**config.mk**
```make
export PLATFORM = sky130hd
export DESIGN_NAME = battery_voltage_gauge
export DESIGN_NICKNAME = d
export VERILOG_FILES = /design/src/sv/bvg_pkg.sv /design/src/sv/bvg_result.sv /design/src/sv/battery_voltage_gauge.sv
export SDC_FILE = /design/constraint.sdc
export NUM_CORES = 2
export LEC_CHECK = 0
export ABC_AREA = 0
export BUFFER_PORTS_ARGS = -buffer_cell sky130_fd_sc_hd__buf_2
export CORE_ASPECT_RATIO = 2
export CORE_MARGIN = 4
export CORE_UTILIZATION = 35
export DETAILED_ROUTE_END_ITERATION = 10
export GPL_TIMING_DRIVEN = 0
export PLACE_DENSITY = 0.56
export SYNTH_ARGS = -nofsm -noshare
export SYNTH_HDL_FRONTEND = slang
export SYNTH_HIERARCHICAL = 1
export SYNTH_SLANG_ARGS = --single-unit
```
**constraint.sdc**
```tcl
create_clock -name clk -period 30.1 [get_ports clk]
set_input_delay 3.01 -clock clk [delete_from_list [all_inputs] [get_ports clk]]
set_output_delay 3.01 -clock clk [all_outputs]
set_load 0.02 [all_outputs]
```
**src/sv/bvg_pkg.sv**
```systemverilog
package bvg_pkg;

  localparam int RegCount    = 8;
  localparam int CfgAddrBits = 5;
  localparam int RegBits     = 16;

  typedef logic [RegBits-1:0] reg_word_t;

  typedef enum logic [2:0] {
    REG_FAULT_LOW  = 3'd0,
    REG_FAULT_HIGH = 3'd1,
    REG_EMPTY      = 3'd2,
    REG_CRITICAL   = 3'd3,
    REG_LOW        = 3'd4,
    REG_MID        = 3'd5,
    REG_PCT_GAIN   = 3'd6,
    REG_MV_GAIN    = 3'd7
  } reg_idx_t;

  typedef enum logic [2:0] {
    LEVEL_FAULT    = 3'd0,
    LEVEL_CRITICAL = 3'd1,
    LEVEL_LOW      = 3'd2,
    LEVEL_MID      = 3'd3,
    LEVEL_MAX      = 3'd4
  } level_t;

  typedef struct packed {
    reg_word_t fault_low;
    reg_word_t fault_high;
    reg_word_t empty;
    reg_word_t critical_top;
    reg_word_t low_top;
    reg_word_t mid_top;
    reg_word_t percent_gain;
    reg_word_t millivolt_gain;
  } cfg_t;

  function automatic reg_word_t reg_reset(input reg_idx_t idx);
    reg_word_t val;
    case (idx)
      REG_FAULT_LOW:  val = 16'd50680;
      REG_FAULT_HIGH: val = 16'd65535;
      REG_EMPTY:      val = 16'd51979;
      REG_CRITICAL:   val = 16'd54686;
      REG_LOW:        val = 16'd57395;
      REG_MID:        val = 16'd60103;
      REG_PCT_GAIN:   val = 16'd484;
      REG_MV_GAIN:    val = 16'd16504;
      default:        val = '0;
    endcase
    return val;
  endfunction

endpackage

```
**src/sv/bvg_result.sv**
```systemverilog
module bvg_result #(
  parameter int AVG_BITS = 16
) (
  input  logic [AVG_BITS-1:0] average,
  input  bvg_pkg::cfg_t       cfg,
  output logic [15:0]         average_code,
  output logic [15:0]         voltage_mv,
  output logic signed [7:0]   charge_percent,
  output bvg_pkg::level_t     level
);
  import bvg_pkg::*;

  localparam int EXT_BITS = (AVG_BITS > RegBits) ? AVG_BITS : RegBits;
  localparam int MV_BITS  = AVG_BITS + RegBits;
  localparam int PCT_BITS = EXT_BITS + RegBits + 2;

  logic [EXT_BITS-1:0]        avg_ext;
  logic [MV_BITS-1:0]         mv_prod;
  logic [EXT_BITS-1:0]        mv_ext;
  logic signed [EXT_BITS:0]   pct_diff;
  logic signed [PCT_BITS-1:0] pct_prod;
  logic signed [PCT_BITS-1:0] pct_q;

  assign avg_ext      = EXT_BITS'(average);
  assign average_code = avg_ext[15:0];

  assign mv_prod    = MV_BITS'(average) * MV_BITS'(cfg.millivolt_gain);
  assign mv_ext     = EXT_BITS'(mv_prod[MV_BITS-1:RegBits]);
  assign voltage_mv = (|(mv_ext >> RegBits)) ? 16'hFFFF : mv_ext[15:0];

  assign pct_diff = $signed({1'b0, avg_ext}) - $signed({1'b0, EXT_BITS'(cfg.empty)});
  assign pct_prod = PCT_BITS'(pct_diff) * $signed(PCT_BITS'(cfg.percent_gain));
  assign pct_q    = pct_prod >>> RegBits;

  always_comb begin
    if (pct_q > $signed(PCT_BITS'(127))) begin
      charge_percent = 8'sd127;
    end else if (pct_q < -$signed(PCT_BITS'(128))) begin
      charge_percent = -8'sd128;
    end else begin
      charge_percent = pct_q[7:0];
    end
  end

  always_comb begin
    if (avg_ext < EXT_BITS'(cfg.fault_low) || avg_ext > EXT_BITS'(cfg.fault_high)) begin
      level = LEVEL_FAULT;
    end else if (avg_ext <= EXT_BITS'(cfg.critical_top)) begin
      level = LEVEL_CRITICAL;
    end else if (avg_ext <= EXT_BITS'(cfg.low_top)) begin
      level = LEVEL_LOW;
    end else if (avg_ext <= EXT_BITS'(cfg.mid_top)) begin
      level = LEVEL_MID;
    end else begin
      level = LEVEL_MAX;
    end
  end

endmodule

```
**src/sv/battery_voltage_gauge.sv**
```systemverilog
// Battery voltage gauge. Each request on the input channel carries one raw ADC
// sample; each one yields exactly one request on the output channel with the
// smoothed average, the voltage in millivolts, the charge percent and a level.
// The first sample after reset loads the average directly; later samples move
// it by one sixteenth (with the default shift) of the distance to the sample.
// A sample is taken at an edge where in_valid is high and in_stall is low. The
// average is updated at that edge; the result is then registered in the output
// register, which raises out_valid, as soon as out_stall lets it move.
// Throughput is one request per cycle while out_stall is low; the single average
// register is the loop that sets this rate. When the receiver raises out_stall,
// the result holds in the output register, one more sample can wait in the
// average stage, and then in_stall stays high until out_stall falls.
// Reset (rst_n low at a clock edge) clears both stages, forgets the average and
// loads the eight configuration registers with their default values. The
// registers sit on the APB port at byte addresses 0 to 28 and should be written
// only while no request is in flight.
module battery_voltage_gauge #(
  parameter int SAMPLE_BITS   = 12,
  parameter int AVERAGE_SHIFT = 4
) (
  input  logic                             clk,
  input  logic                             rst_n,
  input  logic                             in_valid,
  output logic                             in_stall,
  input  logic [SAMPLE_BITS-1:0]           in_sample,
  output logic                             out_valid,
  input  logic                             out_stall,
  output logic [15:0]                      out_average_code,
  output logic [15:0]                      out_voltage_mv,
  output logic signed [7:0]                out_charge_percent,
  output logic [2:0]                       out_level,
  input  logic                             psel,
  input  logic                             penable,
  input  logic                             pwrite,
  input  logic [bvg_pkg::CfgAddrBits-1:0]  paddr,
  input  logic [31:0]                      pwdata,
  output logic [31:0]                      prdata,
  output logic                             pready
);
  import bvg_pkg::*;

  localparam int AVG_BITS = SAMPLE_BITS + AVERAGE_SHIFT;

  reg_word_t cfg_r [RegCount];
  cfg_t      cfg;
  logic      cfg_write;
  reg_idx_t  cfg_idx;

  assign pready    = 1'b1;
  assign cfg_idx   = reg_idx_t'(paddr[CfgAddrBits-1:2]);
  assign cfg_write = psel && penable && pwrite && pready;
  assign prdata    = {16'd0, cfg_r[cfg_idx]};

  always_ff @(posedge clk) begin
    if (!rst_n) begin
      for (int i = 0; i < RegCount; i++) begin
        cfg_r[i] <= reg_reset(reg_idx_t'(3'(i)));
      end
    end else if (cfg_write) begin
      cfg_r[cfg_idx] <= pwdata[RegBits-1:0];
    end
  end

  assign cfg.fault_low      = cfg_r[REG_FAULT_LOW];
  assign cfg.fault_high     = cfg_r[REG_FAULT_HIGH];
  assign cfg.empty          = cfg_r[REG_EMPTY];
  assign cfg.critical_top   = cfg_r[REG_CRITICAL];
  assign cfg.low_top        = cfg_r[REG_LOW];
  assign cfg.mid_top        = cfg_r[REG_MID];
  assign cfg.percent_gain   = cfg_r[REG_PCT_GAIN];
  assign cfg.millivolt_gain = cfg_r[REG_MV_GAIN];

  logic                       primed_r;
  logic                       avg_valid_r;
  logic                       avg_valid_nxt;
  logic [AVG_BITS-1:0]        avg_r;
  logic [AVG_BITS-1:0]        avg_nxt;
  logic [AVG_BITS-1:0]        target;
  logic signed [AVG_BITS+1:0] diff;
  logic signed [AVG_BITS+1:0] step;
  logic signed [AVG_BITS+1:0] sum;
  logic                       in_accept;
  logic                       out_ready;
  logic                       out_valid_r;

  assign target = {in_sample, {AVERAGE_SHIFT{1'b0}}};
  assign diff   = $signed({2'b00, target}) - $signed({2'b00, avg_r});
  assign step   = diff >>> AVERAGE_SHIFT;
  assign sum    = $signed({2'b00, avg_r}) + step;

  always_comb begin
    if (!primed_r) begin
      avg_nxt = target;
    end else if (sum[AVG_BITS+1]) begin
      avg_nxt = '0;
    end else begin
      avg_nxt = sum[AVG_BITS-1:0];
    end
  end

  assign out_ready = !out_valid_r || !out_stall;
  assign in_stall  = avg_valid_r && !out_ready;
  assign in_accept = in_valid && !in_stall;

  always_comb begin
    if (in_accept) begin
      avg_valid_nxt = 1'b1;
    end else if (out_ready) begin
      avg_valid_nxt = 1'b0;
    end else begin
      avg_valid_nxt = avg_valid_r;
    end
  end

  always_ff @(posedge clk) begin
    if (!rst_n) begin
      primed_r    <= 1'b0;
      avg_valid_r <= 1'b0;
      avg_r       <= '0;
    end else begin
      avg_valid_r <= avg_valid_nxt;
      if (in_accept) begin
        avg_r    <= avg_nxt;
        primed_r <= 1'b1;
      end
    end
  end

  logic [15:0]       res_average_code;
  logic [15:0]       res_voltage_mv;
  logic signed [7:0] res_charge_percent;
  level_t            res_level;

  bvg_result #(
    .AVG_BITS(AVG_BITS)
  ) u_result (
    .average       (avg_r),
    .cfg           (cfg),
    .average_code  (res_average_code),
    .voltage_mv    (res_voltage_mv),
    .charge_percent(res_charge_percent),
    .level         (res_level)
  );

  logic [15:0]       out_average_code_r;
  logic [15:0]       out_voltage_mv_r;
  logic signed [7:0] out_charge_percent_r;
  level_t            out_level_r;

  always_ff @(posedge clk) begin
    if (!rst_n) begin
      out_valid_r <= 1'b0;
    end else if (out_ready) begin
      out_valid_r <= avg_valid_r;
    end
  end

  always_ff @(posedge clk) begin
    if (out_ready && avg_valid_r) begin
      out_average_code_r   <= res_average_code;
      out_voltage_mv_r     <= res_voltage_mv;
      out_charge_percent_r <= res_charge_percent;
      out_level_r          <= res_level;
    end
  end

  assign out_valid          = out_valid_r;
  assign out_average_code   = out_average_code_r;
  assign out_voltage_mv     = out_voltage_mv_r;
  assign out_charge_percent = out_charge_percent_r;
  assign out_level          = 3'(out_level_r);

  a_primed_after_accept: assert property (@(posedge clk) disable iff (!rst_n)
    in_accept |=> primed_r)
    else $error("Average not marked primed after a request.");

  a_first_load: assert property (@(posedge clk) disable iff (!rst_n)
    (in_accept && !primed_r) |=> (avg_r == $past(target)))
    else $error("First sample did not load the average directly.");

  a_stall_needs_work: assert property (@(posedge clk) disable iff (!rst_n)
    in_stall |-> (avg_valid_r && out_valid_r))
    else $error("Input stalled while the pipeline has room.");

  a_stage_moves: assert property (@(posedge clk) disable iff (!rst_n)
    (avg_valid_r && out_ready) |=> out_valid_r)
    else $error("Average stage did not move into the output register.");

endmodule
```
==> impl_results.md <==
* WL final at 104100 um
* Global routing usage on met1 at 20.35%
* Most frequent cells after synthesis: 692 x inv_1, 472 x fa_1, 353 x nand2_1, 310 x ha_1, 208 x and2_1
* Max Slew Vio Count at 55
* Vias at 23780
* Starting Density at 35.31%
* Count leader, synth: inv_1
* Post-Syn Instances at around 3300
* Chip Width at about 220 um
* Max-Slew Margin vs Limit at -4.006%
* Skew-Pair Late Insertion Delay at 0.50 ns
* Maximum fanout along the worst path at 19
* Setup tns final at 0 ns
* Nets at between 4000 and 5000
* Root Driver: clkbuf_16
* Yosys top cell by area: fa_1
* Vias/cell at 5.177
* Fillers at 9022
* Worst path max stage delay at 1.19 ns
* Failing checks: capacitance limit, slew limit
* Die H at 426.8 um
* Max clock buf depth at 2
* RSZ-0062 raised after global routing: false
* Async set-reset flop share out of synthesis at 0%
* GP Congestion at 1.052
* Area Growth Syn to Fin at 8.856%
* Largest net degree at the start of global routing at 24
* Final min period at roughly 13 ns
* EDFF count, synth at 171
* Final setup viols at 0
* Sink Count at 190
* GRT busiest layer: met2
* CP Class: reg2reg
* Fmax achieved at 76.81 MHz
* Antenna violations before repair at 3
* Max_cap viols at 4
* Overflow after GRT at 0
* Critical Path End Type: flip-flop
* Die ar. at about 93000 sq um
* Setup bufs post-CTS at 0
* Htree depth at 4
* Critical path launch point type: flip-flop
* Synth unique cells at a little under 80
* Status: finished with violations
* Port buffer count at 95
* CP max stage cell: dfxtp_1
* Global routing met2 resource utilization at 44.22%
* #FFs+latches synth at 190
* Post-Syn Area at slightly above 30000 sq um
* Hpwl dp at 87510 um
* Main flop type after synthesis: edfxtp_1
* Std cell rows at between 150 and 200
* DRT antenna net count at 0
* DR WL/cell at 22.65 um
* Drt first pass iters at 5
* Seq/Total Area, Yosys at 17.97%
* Share of cells above drive strength 1 at 5.661%
* Worst endpoint required time at 30.32 ns
* Cts hold-fix bufs at 0
* Syn Area/Cell at slightly above 9 sq um
* Synth top area cells: fa_1 31%, edfxtp_1 17%, ha_1 13%
* Residual DRC at 0
* Final period utilization at 43.25%
* Total GRT Usage at 22.65%
* Layout Skew at 0.02019 ns
* Met3 Usage GRT at 2.919%
* Final hold violation count at 0
* Worst-Margin Slew at 1.558 ns
* Share of the synthesized area in the top cell type at slightly above 30%
* Num CTS Buffers at 17
* First-pass GRT wire length at 155400 um
* Crit path DAT at 13.24 ns
* Core area at 86910 sq um
* Vias in the first global route at about 26000
* Most frequent CP cell: fa_1
* Worst hold path type: reg2reg
* Worst-path clk slew at 0.09 ns
* CTS resizes at 0
* Initial DRC count at ~1400
* YS warnings at 6
* Io pins at between 100 and 150
* CTS tree: done
layout make-up:
| cell class | count | area [sq um] | share of cell area (%) |
|---|---|---|---|
| multi-input cells | 2245 | 21880 | 65.50 |
| flip-flops and latches | 190 | 5515 | 16.51 |
| inverters | 692 | 2597 | 7.776 |
| well taps | 1162 | 1454 | 4.352 |
| plain buffers | 170 | 768.2 | 2.300 |
| repair buffers | 98 | 530.5 | 1.588 |
| clock buffers | 17 | 425.4 | 1.273 |
| clock inverters | 15 | 220.2 | 0.6592 |
| diodes | 5 | 12.51 | 0.03745 |
worst max-delay path, delay by kind of cell (launching register included):
kind / cells / cell delay [ns]
AOI/OAI and AO/OA: 15 / 4.25
xor gates and xnor gates: 2 / 0.92
adders and majority gates: 8 / 4.02
buffers and inverters: 8 / 1.87
DFF: 1 / 1.19
and+or+nand+nor: 3 / 0.40
state kept, by name, indices dropped and copies added, names as in the netlist:
register	count
cfg_r	128
avg_r	16
out_average_code	16
out_voltage_mv	16
out_charge_percent	8
out_level	3
avg_valid_r	1
out_valid	1
primed_r	1
metal layers:
metal / vias up / wire length, um
met2: 846 / 57030
met5: - / 0
li1: 10650 / -
met3: 397 / 4826
met1: 11900 / 31700
met4: 0 / 10500
metrics by stage:
step,cell area [sq um],hold slack (ns),utilization (%),setup WS (ns),cells
detailed placement,32750,0.5330,37.68,16.86,4557
finish,33410,0.5378,38.44,17.08,4594
CTS,33390,0.5455,38.42,16.85,4589
floorplan,30740,0.4735,-,20.54,3297
global route,33390,0.5838,38.42,16.44,4589
global placement,32670,0.5033,37.59,16.87,4554
layout by cell type, fill, tap and decap left out, drive strengths merged, types with 7 or more instances in the layout:
| master | netlist | final |
|---|---|---|
| ha | 310 | 310 |
| and3 | 49 | 49 |
| buf | 40 | 138 |
| a311oi | 12 | 12 |
| nor3 | 18 | 18 |
| nand3 | 74 | 74 |
| xor2 | 25 | 25 |
| o21a | 30 | 30 |
| nand2b | 97 | 97 |
| a21oi | 74 | 74 |
| nand2 | 354 | 354 |
| nor2 | 63 | 63 |
| inv | 692 | 700 |
| fa | 472 | 472 |
| conb | 2 | 17 |
| dfxtp | 19 | 19 |
| clkinv | 0 | 7 |
| clkbuf | 130 | 147 |
| nor4bb | 15 | 15 |
| o211ai | 8 | 8 |
| a21boi | 9 | 9 |
| nor2b | 56 | 56 |
| a31oi | 7 | 7 |
| xnor2 | 44 | 44 |
| a211oi | 12 | 12 |
| and2 | 211 | 211 |
| edfxtp | 171 | 171 |
| o21ai | 59 | 59 |
| a311o | 7 | 7 |
| a22oi | 66 | 66 |
| a21o | 43 | 43 |
| nand4 | 35 | 35 |
path summary, 6_finish.rpt:
| check | depth (start not counted) | startpoint | slack [ns] | to |
|---|---|---|---|---|
| max | 36 | avg_r[1]$_SDFFE_PN0P_ | 17.08 | out_charge_percent[0]$_DFFE_PP_ |
| min | 2 | avg_valid_r$_SDFFE_PN0P_ | 0.54 | out_valid$_SDFFE_PN0N_ |
| max reg2reg | 36 | avg_r[1]$_SDFFE_PN0P_ | 17.08 | out_charge_percent[0]$_DFFE_PP_ |
| min reg2reg | 2 | avg_valid_r$_SDFFE_PN0P_ | 0.54 | out_valid$_SDFFE_PN0N_ |
kinds of logic after synthesis:
| group | share of synthesized area (%) |
|---|---|
| AND/OR/NAND/NOR | 17.04 |
| multiplexers | 0.03669 |
| AO/OA/AOI/OAI | 8.538 |
| adder cells (fa/ha/maj) | 43.43 |
| other | 0.02447 |
| buffers and inverters | 10.97 |
| XOR/XNOR | 1.994 |
| flip-flops | 17.97 |
Power is left out: the tool's default activity adds up to more than one toggle a clock period on the data nets, which glitch-free logic cannot reach.
